File: src/assert_macros.svh
// assertion macros used by the route table engine
// expects clk and arst_n in the scope of each use
`ifndef ASSERT_MACROS_SVH
`define ASSERT_MACROS_SVH

// property must hold at every clock edge out of reset
`define DVRT_ASSERT(label, prop, msg) \
	label: assert property (@(posedge clk) disable iff (!arst_n) (prop)) else $error(msg);

// condition must never be true at a clock edge out of reset
`define DVRT_NEVER(label, cond, msg) \
	label: assert property (@(posedge clk) disable iff (!arst_n) !(cond)) else $error(msg);

`endif

File: src/dvrt_pkg.sv
`timescale 1ns / 1ps
// shared types and constants of the distance-vector route table
// no dependencies
package dvrt_pkg;

	localparam int NODES_DEF      = 64;
	localparam int DIST_WIDTH_DEF = 16;

	localparam int NODE_ID_W = 6;
	localparam int METRIC_W  = 16;

	localparam int APB_DATA_W = 32;
	localparam int APB_ADDR_W = 3;

	localparam logic REG_MY_ID = 1'b0;

	localparam logic KIND_INIT = 1'b0;
	localparam logic KIND_ADV  = 1'b1;

	typedef enum logic [1:0] {
		ST_IDLE,
		ST_ADV,
		ST_SWEEP,
		ST_DONE
	} state_t;

endpackage

File: src/dvrt_ifs.sv
`timescale 1ns / 1ps
// request and response channel interfaces of the route table
// depends on dvrt_pkg
interface dvrt_req_if;
	logic                                valid;
	logic                                ready;
	logic                                kind;
	logic [dvrt_pkg::NODE_ID_W-1:0]      neighbor_id;
	logic [dvrt_pkg::METRIC_W-1:0]       link_cost;
	logic [dvrt_pkg::NODE_ID_W-1:0]      dest_id;
	logic [dvrt_pkg::METRIC_W-1:0]       neighbor_distance;

	modport source (output valid, kind, neighbor_id, link_cost, dest_id, neighbor_distance,
		input ready);
	modport sink (input valid, kind, neighbor_id, link_cost, dest_id, neighbor_distance,
		output ready);
endinterface

interface dvrt_rsp_if;
	logic                                valid;
	logic                                ready;
	logic [dvrt_pkg::METRIC_W-1:0]       distance;
	logic [dvrt_pkg::NODE_ID_W-1:0]      next_hop;
	logic                                reachable;
	logic                                changed;

	modport source (output valid, distance, next_hop, reachable, changed, input ready);
	modport sink (input valid, distance, next_hop, reachable, changed, output ready);
endinterface

File: src/dvrt_ram.sv
`timescale 1ns / 1ps
// generic simple dual-port ram, one write port, one registered read port
// no dependencies
module dvrt_ram #(
	parameter int WIDTH = 8,
	parameter int DEPTH = 64
) (
	input  logic                     clk,
	input  logic                     we,
	input  logic [$clog2(DEPTH)-1:0] waddr,
	input  logic [WIDTH-1:0]         wdata,
	input  logic                     re,
	input  logic [$clog2(DEPTH)-1:0] raddr,
	output logic [WIDTH-1:0]         rdata
);

	logic [WIDTH-1:0] mem_q [DEPTH];
	logic [WIDTH-1:0] rdata_q;

	always_ff @(posedge clk) begin
		if (we) begin
			mem_q[waddr] <= wdata;
		end
		if (re) begin
			rdata_q <= mem_q[raddr];
		end
	end

	assign rdata = rdata_q;

endmodule

File: src/dvrt_apb_regs.sv
`timescale 1ns / 1ps
// apb register file holding the router's own node id
// depends on dvrt_pkg
module dvrt_apb_regs (
	input  logic                               clk,
	input  logic                               arst_n,
	input  logic                               psel,
	input  logic                               penable,
	input  logic                               pwrite,
	input  logic [dvrt_pkg::APB_ADDR_W-1:0]    paddr,
	input  logic [dvrt_pkg::APB_DATA_W-1:0]    pwdata,
	output logic [dvrt_pkg::APB_DATA_W-1:0]    prdata,
	output logic                               pready,
	output logic [dvrt_pkg::NODE_ID_W-1:0]     my_id
);

	logic [dvrt_pkg::NODE_ID_W-1:0] my_id_q;
	logic                           sel_my_id;

	assign sel_my_id = (paddr[2] == dvrt_pkg::REG_MY_ID);

	always_ff @(posedge clk or negedge arst_n) begin
		if (!arst_n) begin
			my_id_q <= '0;
		end else if (psel && penable && pwrite && sel_my_id) begin
			my_id_q <= pwdata[dvrt_pkg::NODE_ID_W-1:0];
		end
	end

	always_comb begin
		prdata = '0;
		if (sel_my_id) begin
			prdata = dvrt_pkg::APB_DATA_W'(my_id_q);
		end
	end

	assign pready = 1'b1;
	assign my_id  = my_id_q;

endmodule

File: src/dvrt_engine.sv
`timescale 1ns / 1ps
// route table engine: read-modify-write of table entries and init sweep
// depends on dvrt_pkg, dvrt_ifs, dvrt_ram, assert_macros.svh
`include "assert_macros.svh"

module dvrt_engine #(
	parameter int NODES      = dvrt_pkg::NODES_DEF,
	parameter int DIST_WIDTH = dvrt_pkg::DIST_WIDTH_DEF
) (
	input  logic                           clk,
	input  logic                           arst_n,
	input  logic [dvrt_pkg::NODE_ID_W-1:0] my_id,
	dvrt_req_if.sink                       req,
	dvrt_rsp_if.source                     rsp
);

	localparam int IDW     = $clog2(NODES);
	localparam int CW      = $clog2(NODES + 1);
	localparam int HW      = dvrt_pkg::NODE_ID_W;
	localparam int ENTRY_W = DIST_WIDTH + HW + 1;
	localparam int SUM_W   = (DIST_WIDTH > dvrt_pkg::METRIC_W) ? DIST_WIDTH + 1
		: dvrt_pkg::METRIC_W + 1;
	localparam logic [DIST_WIDTH-1:0] INF = {DIST_WIDTH{1'b1}};
	localparam logic [SUM_W-1:0]      INF_EXT = SUM_W'(INF);

	dvrt_pkg::state_t state_q, state_d;

	logic [HW-1:0]                  nb_s1;
	logic [dvrt_pkg::METRIC_W-1:0]  cost_s1;
	logic [dvrt_pkg::METRIC_W-1:0]  ndist_s1;
	logic [HW-1:0]                  dest_s1;
	logic [HW-1:0]                  self_s1;
	logic                           clr_q;
	logic                           diff_q;
	logic [CW-1:0]                  cnt_q;

	logic                           ram_re, ram_we;
	logic [IDW-1:0]                 ram_raddr, ram_waddr;
	logic [ENTRY_W-1:0]             ram_wdata, ram_rdata;

	logic                           out_valid_q;
	logic [dvrt_pkg::METRIC_W-1:0]  out_dist_q;
	logic [HW-1:0]                  out_hop_q;
	logic                           out_reach_q;
	logic                           out_chg_q;
	logic                           out_load;
	logic [dvrt_pkg::METRIC_W-1:0]  res_dist;
	logic [HW-1:0]                  res_hop;
	logic                           res_reach;
	logic                           res_chg;

	logic                           accept, slot_free, dest_ok;
	logic [DIST_WIDTH-1:0]          rd_dist;
	logic [HW-1:0]                  rd_hop;
	logic                           rd_vld;
	logic [SUM_W-1:0]               sum;
	logic                           upd;
	logic [IDW-1:0]                 sw_idx;
	logic                           sw_self;
	logic [ENTRY_W-1:0]             sw_word;
	logic                           sw_diff;
	logic                           sw_last;
	logic                           init_self;

	dvrt_ram #(
		.WIDTH(ENTRY_W),
		.DEPTH(NODES)
	) u_table (
		.clk  (clk),
		.we   (ram_we),
		.waddr(ram_waddr),
		.wdata(ram_wdata),
		.re   (ram_re),
		.raddr(ram_raddr),
		.rdata(ram_rdata)
	);

	assign req.ready = (state_q == dvrt_pkg::ST_IDLE);
	assign accept    = req.valid && req.ready;
	assign slot_free = !out_valid_q || rsp.ready;
	assign dest_ok   = 32'(dest_s1) < NODES;

	// relaxation of one entry
	assign rd_dist = ram_rdata[DIST_WIDTH-1:0];
	assign rd_hop  = ram_rdata[DIST_WIDTH+HW-1:DIST_WIDTH];
	assign rd_vld  = ram_rdata[ENTRY_W-1];
	assign sum     = SUM_W'(cost_s1) + SUM_W'(ndist_s1);
	assign upd     = dest_ok && (dest_s1 != self_s1) && (nb_s1 != self_s1)
		&& (SUM_W'(cost_s1) < INF_EXT) && (SUM_W'(ndist_s1) < INF_EXT)
		&& (sum < INF_EXT) && (sum < SUM_W'(rd_dist));

	// init sweep, write side trails read side by one entry
	assign sw_idx  = IDW'(cnt_q - CW'(1));
	assign sw_self = (32'(sw_idx) == 32'(self_s1));
	assign sw_word = sw_self ? {1'b1, self_s1, {DIST_WIDTH{1'b0}}} : {1'b0, {HW{1'b0}}, INF};
	assign sw_diff = (ram_rdata != sw_word);
	assign sw_last = (cnt_q == CW'(NODES));
	assign init_self = dest_ok && (dest_s1 == self_s1);

	always_comb begin
		state_d = state_q;
		case (state_q)
			dvrt_pkg::ST_IDLE: begin
				if (accept) begin
					state_d = (req.kind == dvrt_pkg::KIND_ADV) ? dvrt_pkg::ST_ADV
						: dvrt_pkg::ST_SWEEP;
				end
			end
			dvrt_pkg::ST_ADV: begin
				if (slot_free) begin
					state_d = dvrt_pkg::ST_IDLE;
				end
			end
			dvrt_pkg::ST_SWEEP: begin
				if (sw_last) begin
					state_d = clr_q ? dvrt_pkg::ST_IDLE : dvrt_pkg::ST_DONE;
				end
			end
			dvrt_pkg::ST_DONE: begin
				if (slot_free) begin
					state_d = dvrt_pkg::ST_IDLE;
				end
			end
			default: state_d = dvrt_pkg::ST_IDLE;
		endcase
	end

	always_comb begin
		ram_re    = 1'b0;
		ram_raddr = IDW'(req.dest_id);
		ram_we    = 1'b0;
		ram_waddr = IDW'(dest_s1);
		ram_wdata = {1'b1, nb_s1, DIST_WIDTH'(sum)};
		out_load  = 1'b0;
		res_dist  = dvrt_pkg::METRIC_W'(INF);
		res_hop   = '0;
		res_reach = 1'b0;
		res_chg   = 1'b0;
		case (state_q)
			dvrt_pkg::ST_IDLE: begin
				ram_re = accept && (req.kind == dvrt_pkg::KIND_ADV);
			end
			dvrt_pkg::ST_ADV: begin
				out_load = slot_free;
				ram_we   = slot_free && upd;
				res_chg  = upd;
				if (upd) begin
					res_dist  = dvrt_pkg::METRIC_W'(DIST_WIDTH'(sum));
					res_hop   = nb_s1;
					res_reach = 1'b1;
				end else if (dest_ok) begin
					res_dist  = dvrt_pkg::METRIC_W'(rd_dist);
					res_hop   = rd_vld ? rd_hop : '0;
					res_reach = rd_vld;
				end
			end
			dvrt_pkg::ST_SWEEP: begin
				ram_re    = !sw_last;
				ram_raddr = IDW'(cnt_q);
				ram_we    = (cnt_q != '0);
				ram_waddr = sw_idx;
				ram_wdata = sw_word;
			end
			dvrt_pkg::ST_DONE: begin
				out_load = slot_free;
				res_chg  = diff_q;
				if (init_self) begin
					res_dist  = '0;
					res_hop   = self_s1;
					res_reach = 1'b1;
				end
			end
			default: begin
				ram_re = 1'b0;
			end
		endcase
	end

	always_ff @(posedge clk or negedge arst_n) begin
		if (!arst_n) begin
			state_q <= dvrt_pkg::ST_SWEEP;
			clr_q   <= 1'b1;
			cnt_q   <= '0;
			diff_q  <= 1'b0;
			self_s1 <= '0;
		end else begin
			state_q <= state_d;
			if (accept) begin
				self_s1 <= my_id;
				cnt_q   <= '0;
				diff_q  <= 1'b0;
			end else if (state_q == dvrt_pkg::ST_SWEEP) begin
				if (!sw_last) begin
					cnt_q <= cnt_q + CW'(1);
				end
				if (cnt_q != '0) begin
					diff_q <= diff_q | sw_diff;
				end
				if (sw_last) begin
					clr_q <= 1'b0;
				end
			end
		end
	end

	always_ff @(posedge clk) begin
		if (accept) begin
			nb_s1    <= req.neighbor_id;
			cost_s1  <= req.link_cost;
			dest_s1  <= req.dest_id;
			ndist_s1 <= req.neighbor_distance;
		end
	end

	always_ff @(posedge clk or negedge arst_n) begin
		if (!arst_n) begin
			out_valid_q <= 1'b0;
		end else if (out_load) begin
			out_valid_q <= 1'b1;
		end else if (rsp.ready) begin
			out_valid_q <= 1'b0;
		end
	end

	always_ff @(posedge clk) begin
		if (out_load) begin
			out_dist_q  <= res_dist;
			out_hop_q   <= res_hop;
			out_reach_q <= res_reach;
			out_chg_q   <= res_chg;
		end
	end

	assign rsp.valid     = out_valid_q;
	assign rsp.distance  = out_dist_q;
	assign rsp.next_hop  = out_hop_q;
	assign rsp.reachable = out_reach_q;
	assign rsp.changed   = out_chg_q;

	`DVRT_NEVER(a_rw_same_entry, ram_we && ram_re && (ram_waddr == ram_raddr),
		"table read and write hit the same entry")
	`DVRT_ASSERT(a_accept_leaves_idle, accept |=> (state_q != dvrt_pkg::ST_IDLE),
		"accepted beat did not start work")
	`DVRT_NEVER(a_result_overwrite, out_load && out_valid_q && !rsp.ready,
		"result overwritten before taken")
	`DVRT_ASSERT(a_adv_write_in_range, (ram_we && (state_q == dvrt_pkg::ST_ADV)) |-> dest_ok,
		"update written for out-of-range destination")
	`DVRT_ASSERT(a_sweep_bound, 32'(cnt_q) <= NODES, "sweep counter overran table")

endmodule

File: src/distance_vector_route_table_core.sv
`timescale 1ns / 1ps
// channel    dir  beat contents
// req        in   kind, neighbor_id, link_cost, dest_id, neighbor_distance
// rsp        out  distance, next_hop, reachable, changed
// apb        in   my_id register at byte address 0
//
// advertisement: a table read, then compare and write back
// init: one entry per cycle through the table ram
// after reset a clearing pass runs, req not taken
// results wait in an output register; an advertisement holds in its
// update cycle until that register is free
// depends on dvrt_pkg, dvrt_ifs, dvrt_apb_regs, dvrt_engine
module distance_vector_route_table_core #(
	parameter int NODES      = dvrt_pkg::NODES_DEF,
	parameter int DIST_WIDTH = dvrt_pkg::DIST_WIDTH_DEF
) (
	input  logic                            clk,
	input  logic                            arst_n,
	input  logic                            psel,
	input  logic                            penable,
	input  logic                            pwrite,
	input  logic [dvrt_pkg::APB_ADDR_W-1:0] paddr,
	input  logic [dvrt_pkg::APB_DATA_W-1:0] pwdata,
	output logic [dvrt_pkg::APB_DATA_W-1:0] prdata,
	output logic                            pready,
	dvrt_req_if.sink                        req,
	dvrt_rsp_if.source                      rsp
);

	logic [dvrt_pkg::NODE_ID_W-1:0] my_id;

	dvrt_apb_regs u_regs (
		.clk    (clk),
		.arst_n (arst_n),
		.psel   (psel),
		.penable(penable),
		.pwrite (pwrite),
		.paddr  (paddr),
		.pwdata (pwdata),
		.prdata (prdata),
		.pready (pready),
		.my_id  (my_id)
	);

	dvrt_engine #(
		.NODES     (NODES),
		.DIST_WIDTH(DIST_WIDTH)
	) u_engine (
		.clk   (clk),
		.arst_n(arst_n),
		.my_id (my_id),
		.req   (req),
		.rsp   (rsp)
	);

endmodule

File: src/flat_wrapper.sv
// flat-port wrapper written by rule: the top's interface ports become plain ports
module distance_vector_route_table_core_flat 
#(
	parameter int NODES      = dvrt_pkg::NODES_DEF,
	parameter int DIST_WIDTH = dvrt_pkg::DIST_WIDTH_DEF
)
  (clk, arst_n, psel, penable, pwrite, paddr, pwdata, prdata, pready, req_valid, req_kind, req_neighbor_id, req_link_cost, req_dest_id, req_neighbor_distance, req_ready, rsp_valid, rsp_distance, rsp_next_hop, rsp_reachable, rsp_changed, rsp_ready);
  dvrt_req_if req_i ();
  dvrt_rsp_if rsp_i ();
  input  logic clk;
  input  logic arst_n;
  input  logic psel;
  input  logic penable;
  input  logic pwrite;
  input  logic [dvrt_pkg::APB_ADDR_W-1:0] paddr;
  input  logic [dvrt_pkg::APB_DATA_W-1:0] pwdata;
  output logic [dvrt_pkg::APB_DATA_W-1:0] prdata;
  output logic pready;
  input wire logic [$bits(req_i.valid)-1:0] req_valid;
  input wire logic [$bits(req_i.kind)-1:0] req_kind;
  input wire logic [$bits(req_i.neighbor_id)-1:0] req_neighbor_id;
  input wire logic [$bits(req_i.link_cost)-1:0] req_link_cost;
  input wire logic [$bits(req_i.dest_id)-1:0] req_dest_id;
  input wire logic [$bits(req_i.neighbor_distance)-1:0] req_neighbor_distance;
  output wire logic [$bits(req_i.ready)-1:0] req_ready;
  output wire logic [$bits(rsp_i.valid)-1:0] rsp_valid;
  output wire logic [$bits(rsp_i.distance)-1:0] rsp_distance;
  output wire logic [$bits(rsp_i.next_hop)-1:0] rsp_next_hop;
  output wire logic [$bits(rsp_i.reachable)-1:0] rsp_reachable;
  output wire logic [$bits(rsp_i.changed)-1:0] rsp_changed;
  input wire logic [$bits(rsp_i.ready)-1:0] rsp_ready;
  assign req_i.valid = req_valid;
  assign req_i.kind = req_kind;
  assign req_i.neighbor_id = req_neighbor_id;
  assign req_i.link_cost = req_link_cost;
  assign req_i.dest_id = req_dest_id;
  assign req_i.neighbor_distance = req_neighbor_distance;
  assign req_ready = req_i.ready;
  assign rsp_valid = rsp_i.valid;
  assign rsp_distance = rsp_i.distance;
  assign rsp_next_hop = rsp_i.next_hop;
  assign rsp_reachable = rsp_i.reachable;
  assign rsp_changed = rsp_i.changed;
  assign rsp_i.ready = rsp_ready;
  distance_vector_route_table_core #(.NODES(NODES), .DIST_WIDTH(DIST_WIDTH)) u_core (.clk(clk), .arst_n(arst_n), .psel(psel), .penable(penable), .pwrite(pwrite), .paddr(paddr), .pwdata(pwdata), .prdata(prdata), .pready(pready), .req(req_i), .rsp(rsp_i));
endmodule
File: config.mk
export PLATFORM = sky130hd
export DESIGN_NAME = distance_vector_route_table_core_flat
export DESIGN_NICKNAME = d
export VERILOG_FILES = /design/src/dvrt_pkg.sv /design/src/dvrt_ifs.sv /design/src/dvrt_ram.sv /design/src/dvrt_apb_regs.sv /design/src/dvrt_engine.sv /design/src/distance_vector_route_table_core.sv /design/src/flat_wrapper.sv
export VERILOG_INCLUDE_DIRS = /design/src /design/src/src
export SDC_FILE = /design/constraint.sdc
export NUM_CORES = 2
export LEC_CHECK = 0
export BUFFER_PORTS_ARGS = -buffer_cell sky130_fd_sc_hd__buf_2
export CORE_MARGIN = 4
export CORE_UTILIZATION = 50
export CTS_BUF_LIST = sky130_fd_sc_hd__clkbuf_16
export DETAILED_ROUTE_END_ITERATION = 10
export GPL_TIMING_DRIVEN = 0
export PLACE_DENSITY = 0.76
export SYNTH_ARGS = -nofsm -noshare
export SYNTH_HDL_FRONTEND = slang
export SYNTH_SLANG_ARGS = --single-unit
File: constraint.sdc
create_clock -name clk -period 9.3 [get_ports clk]
set_clock_uncertainty 0.2 [all_clocks]
set_input_delay 0.93 -clock clk [delete_from_list [all_inputs] [get_ports clk]]
set_output_delay 0.93 -clock clk [all_outputs]
set_load 0.02 [all_outputs]
# Yosys cells after proc, flatten, opt, wreduce, memory -nomap -nowiden
# Memory sizes are Yosys's and may differ from the RTL's. A register that Yosys moved wholly into a read port is not among the register bits.
# Index checks and enable logic that the tools add are counted.
# W data, S select, Z words.
# word_totals
reg_bits	92
in_bits	87
mem_bits_rw	1472
mem_count	1
out_inout_bits	59
# op_classes
reduce_logical	24
order_cmp	4
add_sub_neg	3
mux	35
bitwise	3
eq_ne	13
# mem_list
memory	words	width	read_ports	rd_ports_with_merged_regs	write_ports	line_no	rtl
u_core.u_engine.u_table.mem_q	64	23	1	1	1	dvrt_ram.sv:17	logic [WIDTH-1:0] mem_q [DEPTH];
# op_table
cell	count
$mux W23	2
$mux W6	6
$lt A16 B16 Y1 const B	2
$mux W16	2
$pmux W16 S2	1
$ne A23 B23 Y1	1
$mux W7	3
$add A16 B16 Y17	1
$lt A17 B16 Y1	1
$lt A17 B16 Y1 const B	1
$eq A6 B6 Y1	2
$ne A6 B6 Y1	2
$pmux W6 S2	1
$logic_and A1 B1 Y1	11
$mux W1	10
$mux W2	5
$pmux W1 S2	4
$add A7 B1 Y7 const B	1
$eq A7 B7 Y1 const B	1
$reduce_bool A7 Y1	1
$pmux W2 S3	1
$reduce_and A3 Y1	2
$reduce_bool A2 Y1	3
$sub A6 B1 Y6 const B	1
11 further kinds	17

# Depth between registers and ports, before layout
# logic_depth
depth_word	10
depth_mapped	18

# Cells and area by module
# A second synthesis with hierarchy kept.
# hier_totals
cells_unflattened	3072
hier_area_um2	63208.1
# by_module_without_submodules
mod	instances	seq_area_each_um2	area_each_um2	cells_each
dvrt_ram	1	44893.1	56950.9	2446
dvrt_engine	1	2494.9	5753.0	578
dvrt_apb_regs	1	150.1	504.2	48

# Worst setup path after synthesis
# Ideal clock, no wire load.
# synth_path
path_kind	reg-to-reg
start	reg u_core.u_engine.cost_s1[0] (netlist bit)
end	mem u_core.u_engine.u_table.mem_q[50][0] (netlist bit), enable pin
setup_ns	0.462
arrival_time_ns	6.412
path_slack_ns	2.226
path_stages_with_launch	18
cell_sequence	edfxtp_1 > ha_1 > fa_1 > a21o_1 > a221oi_2 > o211a_1 > nor2_1 > and4b_1 > a211o_1 > ha_1 > a21o_1 > a2111oi_0 > nand3_1 > a311o_1 > nor2_1 > a31oi_4 > buf_6 > nor4_1
# synth_between
elab_chain_len	9
word_cells_on_any_way	12
cone_classes	add/sub (1); order compare (3); mux (3); reduce/logical (5)
# synth_lines
item	line_no	rtl
start, declared	dvrt_engine.sv:29	logic [dvrt_pkg::METRIC_W-1:0] cost_s1;
start signal, assigned	dvrt_engine.sv:209	cost_s1 <= req.link_cost;
branches (longest 4 deep; another with $add A16 B16 Y17)	--	
$logic_and A1 B1 Y1 *	dvrt_engine.sv:90	&& (sum < INF_EXT) && (sum < SUM_W'(rd_dist));
$logic_and A1 B1 Y1 *	dvrt_engine.sv:145	ram_we = slot_free && upd;
$pmux W1 S2 *	dvrt_engine.sv:139	case (state_q)
$mux W1 *	dvrt_ram.sv:21	if (we) begin
$mux W1 (implied by the code) *	dvrt_ram.sv:22	mem_q[waddr] <= wdata;
end, declared	dvrt_ram.sv:17	
# Mark *: on every way between the ends.

# Final worst setup path
# layout_path
start	reg u_core.u_engine.ndist_s1[0] (netlist bit)
end	mem u_core.u_engine.u_table.mem_q[29][0] (netlist bit), enable pin
# layout_between
elab_chain_len	8
word_cells_on_any_way	11
cone_classes	add/sub (1); order compare (3); mux (3); reduce/logical (4)
# layout_lines
item	line_no	rtl
start, declared	dvrt_engine.sv:30	logic [dvrt_pkg::METRIC_W-1:0] ndist_s1;
start signal, assigned	dvrt_engine.sv:211	ndist_s1 <= req.neighbor_distance;
$add A16 B16 Y17 / $lt A16 B16 Y1 (equally long branches)	dvrt_engine.sv:87, dvrt_engine.sv:89	
$lt A17 B16 Y1 / $logic_and A1 B1 Y1 (equally long branches)	dvrt_engine.sv:90, dvrt_engine.sv:89	
$logic_and A1 B1 Y1	dvrt_engine.sv:90	
$logic_and A1 B1 Y1 *	dvrt_engine.sv:90	
$logic_and A1 B1 Y1 *	dvrt_engine.sv:145	
$pmux W1 S2 *	dvrt_engine.sv:139	
$mux W1 *	dvrt_ram.sv:21	
$mux W1 (implied by the code) *	dvrt_ram.sv:22	
# Mark *: on every way between the ends. The rest lies on a longest branch, timed or not.

==> impl_metrics.py <==
metrics = {
    "layout": {
        "final_common_cell": "edfxtp_1",
        "fin_area_um2": 73500,
        "layout.nets": 3828,
        "layout-drive-gt1-share_pct": 26.5,
        "layout_common_cells": "edfxtp_1, mux4_2, nand2_1",
        "area_growth_pct": 15.3,
    },
    "pwr": {
        "leakagePower_nw": 23.8,
        "power.density_nw_per_um2": 299,
        "ir_worst_vdd_mv": 0.254,
        "p_total_mw": 22.0,
    },
    "synthesis": {
        "seq_area_frac_synth_pct": 74.6,
        "ys_warn_count": 0,
        "synth-seq-cells": 1587,
        "synth_flop_cell": "edfxtp_1",
        "syn_area_um2": 63800,
        "syn-instance-count": 3279,
        "synth_edf_count": 1563,
        "syn_avg_cell_area_um2": 19.4,
        "async_flop_share_pct": 1.51,
        "ys_types": 76,
    },
    "setup_path": {
        "start_kind": "flop",
        "path_class": "reg -> reg",
        "critPathCaptureType": "flop",
        "path_cells": "ha_1, fa_1, a21o_1, a221oi_2, o21ai_0, xor2_1, ha_1, a21o_1, a2111oi_0, o21ai_0, and3_1, a311o_1, nor2_1, a31oi_4, buf_6, nor4_2, buf_4, buf_4, buf_4",
        "path_common_cell": "buf_4",
        "slowest_stage": "nor4_2",
        "slowest_delay_ns": 0.88,
        "crit_arrival_ns": 7.34,
        "r2r_slack_ns": 2.24,
        "worstPathMaxFanout": 10,
        "cp.required_ns": 9.59,
    },
    "grt": {
        "grt_max_degree": 65,
        "grt_use_total_pct": 25.0,
        "antenna_found_initial": 5,
        "grt.overflow.total": 0,
        "grt_pass1_wl_um": 240000,
        "first_global_vias": 34400,
    },
    "cts": {
        "cts_buffers": 156,
        "cts_tree": "yes",
        "cts_sinks": 1587,
        "cts_root_buffer": "clkbuf_16",
        "clk_pin_slew_worst_paths_ns": 0.06,
        "clock_latency_ns": 0.80,
        "cts_setup_buffers": 0,
        "cts_buffer_depth": 3,
        "h-tree-depth": 4,
    },
    "detailed_routing": {
        "drtIter0Drc": 4863,
        "postRouteAntennaNets": 0,
        "vias_per_cell": 6.38,
        "route.vias.total": 34900,
        "remaining_drc_errors": 0,
        "avgRoutedWirePerCell_um": 30.4,
        "routed_wl_um": 167000,
        "drtPass1Iterations": 5,
    },
    "timing": {
        "max_freq_ghz": 0.142,
        "grt_setup_unrepaired": "false",
        "layout_min_cycle_time_ns": 7.06,
        "hold_violations": 0,
        "maxSlewViolCount": 0,
        "tightestPinTransition_ns": 1.43,
        "fin_crit_sh_pct": 75.9,
        "finalSetupViolCount": 0,
        "worst_slack_ns": 2.24,
        "slew_headroom_pct": 4.44,
    },
    "floorplan": {
        "initial_core_util_pct": 50.5,
        "io_pins": 146,
        "die_w_um": 365,
        "die_h_um": 365,
        "die_area_um2": 133000,
        "std_cell_rows": 130,
        "core_um2": 126000,
    },
    "run": {
        "maxCapViolCount": 0,
    },
    "placed_design": {
        "placed_area_um2": 68500,
        "dp.final_hpwl_um": 110000,
        "port_buffers": 90,
        "dp_worst_setup_slack_ns": 2.30,
        "place.gp.congestion": 0.975,
    },
    "min_path": {
        "hold_class": "in -> reg",
    },
    "status": {
        "outcome": "complete, no violations",
    },
}
[cell usage after synthesis, types with 21 or more instances]
cell type	instances	area share, %
a21oi_1	82	0.64
and2_1	96	0.94
clkbuf_1	142	0.84
nand2_1	247	1.5
a311oi_1	46	0.63
edfxtp_1	1563	74
buf_4	30	0.35
inv_1	39	0.23
buf_2	41	0.32
ha_1	38	0.75
a211oi_1	115	1.4
nor4_1	27	0.26
a31oi_1	51	0.50
mux4_2	368	13
xor2_1	21	0.29
nor3_1	22	0.17
dfrtp_1	22	0.86
nor2_1	41	0.24
[layer usage]
metal	GRT usage [%]	routed length (µm)
met1	34.0	62400
met2	39.1	79000
met3	6.86	18900
met4	9.62	6240
met5	0	34
[power breakdown]
| part | total, mW | internal, mW | switching [mW] |
|---|---|---|---|
| clock | 6.07 | 3.34 | 2.73 |
| combinational | 6.41 | 1.97 | 4.44 |
| sequential | 9.52 | 9.38 | 0.139 |
| total | 22.0 | 14.7 | 7.31 |
[state kept, by name (all words and copies together), names as in the netlist, 2 cells and up]
register,flops
u_core.u_regs.my_id,6
u_core.u_engine.cnt_q,7
u_core.u_engine.u_table.rdata,23
u_core.u_engine.nb_s1,6
u_core.u_engine.state_q,2
u_core.u_engine.u_table.mem_q,1472
u_core.u_engine.self_s1,6
u_core.u_engine.cost_s1,16
u_core.u_engine.rsp.distance,16
u_core.u_engine.ndist_s1,16
u_core.u_engine.rsp.next_hop,6
u_core.u_engine.dest_s1,6
[final timing paths]
kind | from | endpoint | cells past startpoint
setup / recovery | u_core.u_engine.ndist_s1[0]$_DFFE_PP_ | u_core.u_engine.u_table.mem_q[29][0]$_DFFE_PP_ | 19
hold / removal | req_link_cost[7] | u_core.u_engine.cost_s1[7]$_DFFE_PP_ | 1
setup reg to reg | u_core.u_engine.ndist_s1[0]$_DFFE_PP_ | u_core.u_engine.u_table.mem_q[29][0]$_DFFE_PP_ | 19
hold reg to reg | u_core.u_engine.clr_q$_DFFE_PN1P_ | u_core.u_engine.clr_q$_DFFE_PN1P_ | 1
max in group asynchronous | arst_n | u_core.u_engine.cnt_q[5]$_DFFE_PN0P_ | 2
min in group asynchronous | arst_n | u_core.u_engine.cnt_q[0]$_DFFE_PN0P_ | 2
[stage by stage]
stage	setup TNS (ns)	util, %	std cells	hold WS (ns)
floorplan	0	-	3304	0.238
global placement	-615.85	52.6	5044	0.243
detailed placement	0	54.3	5189	0.246
CTS	0	58.2	5472	0.0582
global route	0	58.3	5476	0.0814
finish	0	58.3	5480	0.112
[critical path, delay by kind of cell, from the launching register on]
kind / cells / cell delay (ns)
AO/OA/AOI/OAI: 8 / 2.44
AND/OR/NAND/NOR: 3 / 1.32
adder cells (fa/ha/maj): 3 / 0.99
buffers and inverters: 4 / 0.97
flip-flops: 1 / 0.41
XOR/XNOR: 1 / 0.38
[final cells by class]
class                   instances  area (µm²)
repair buffers                240        2180
multi-input cells            1451       15600
inverters                      39         146
clock inverters               126         995
plain buffers                 227        1080
flip-flops and latches       1587       47500
well taps                    1650        2060
diodes                          4        10.0
clock buffers                 156        3900
fillers                      8802       52700
[cell families (layout without fill, tap and decap cells)]
| family | count (synthesis) | count (layout) | synth area share (%) |
|---|---|---|---|
| adders and majority gates | 39 | 39 | 0.777 |
| xor gates and xnor gates | 39 | 39 | 0.536 |
| buffers and inverters | 266 | 788 | 1.92 |
| DFF | 1587 | 1587 | 74.6 |
| AOI/OAI and AO/OA | 397 | 397 | 4.40 |
| and+or+nand+nor | 555 | 555 | 4.37 |
| muxes | 394 | 394 | 13.4 |
| other | 2 | 31 | 0.0118 |
[repair_timing]
item,in CTS,in global routing
gates resized for setup,0,0
hold buffers,1,0
hold endpoints to repair,22,0
(Power assumes the default switching activity.)
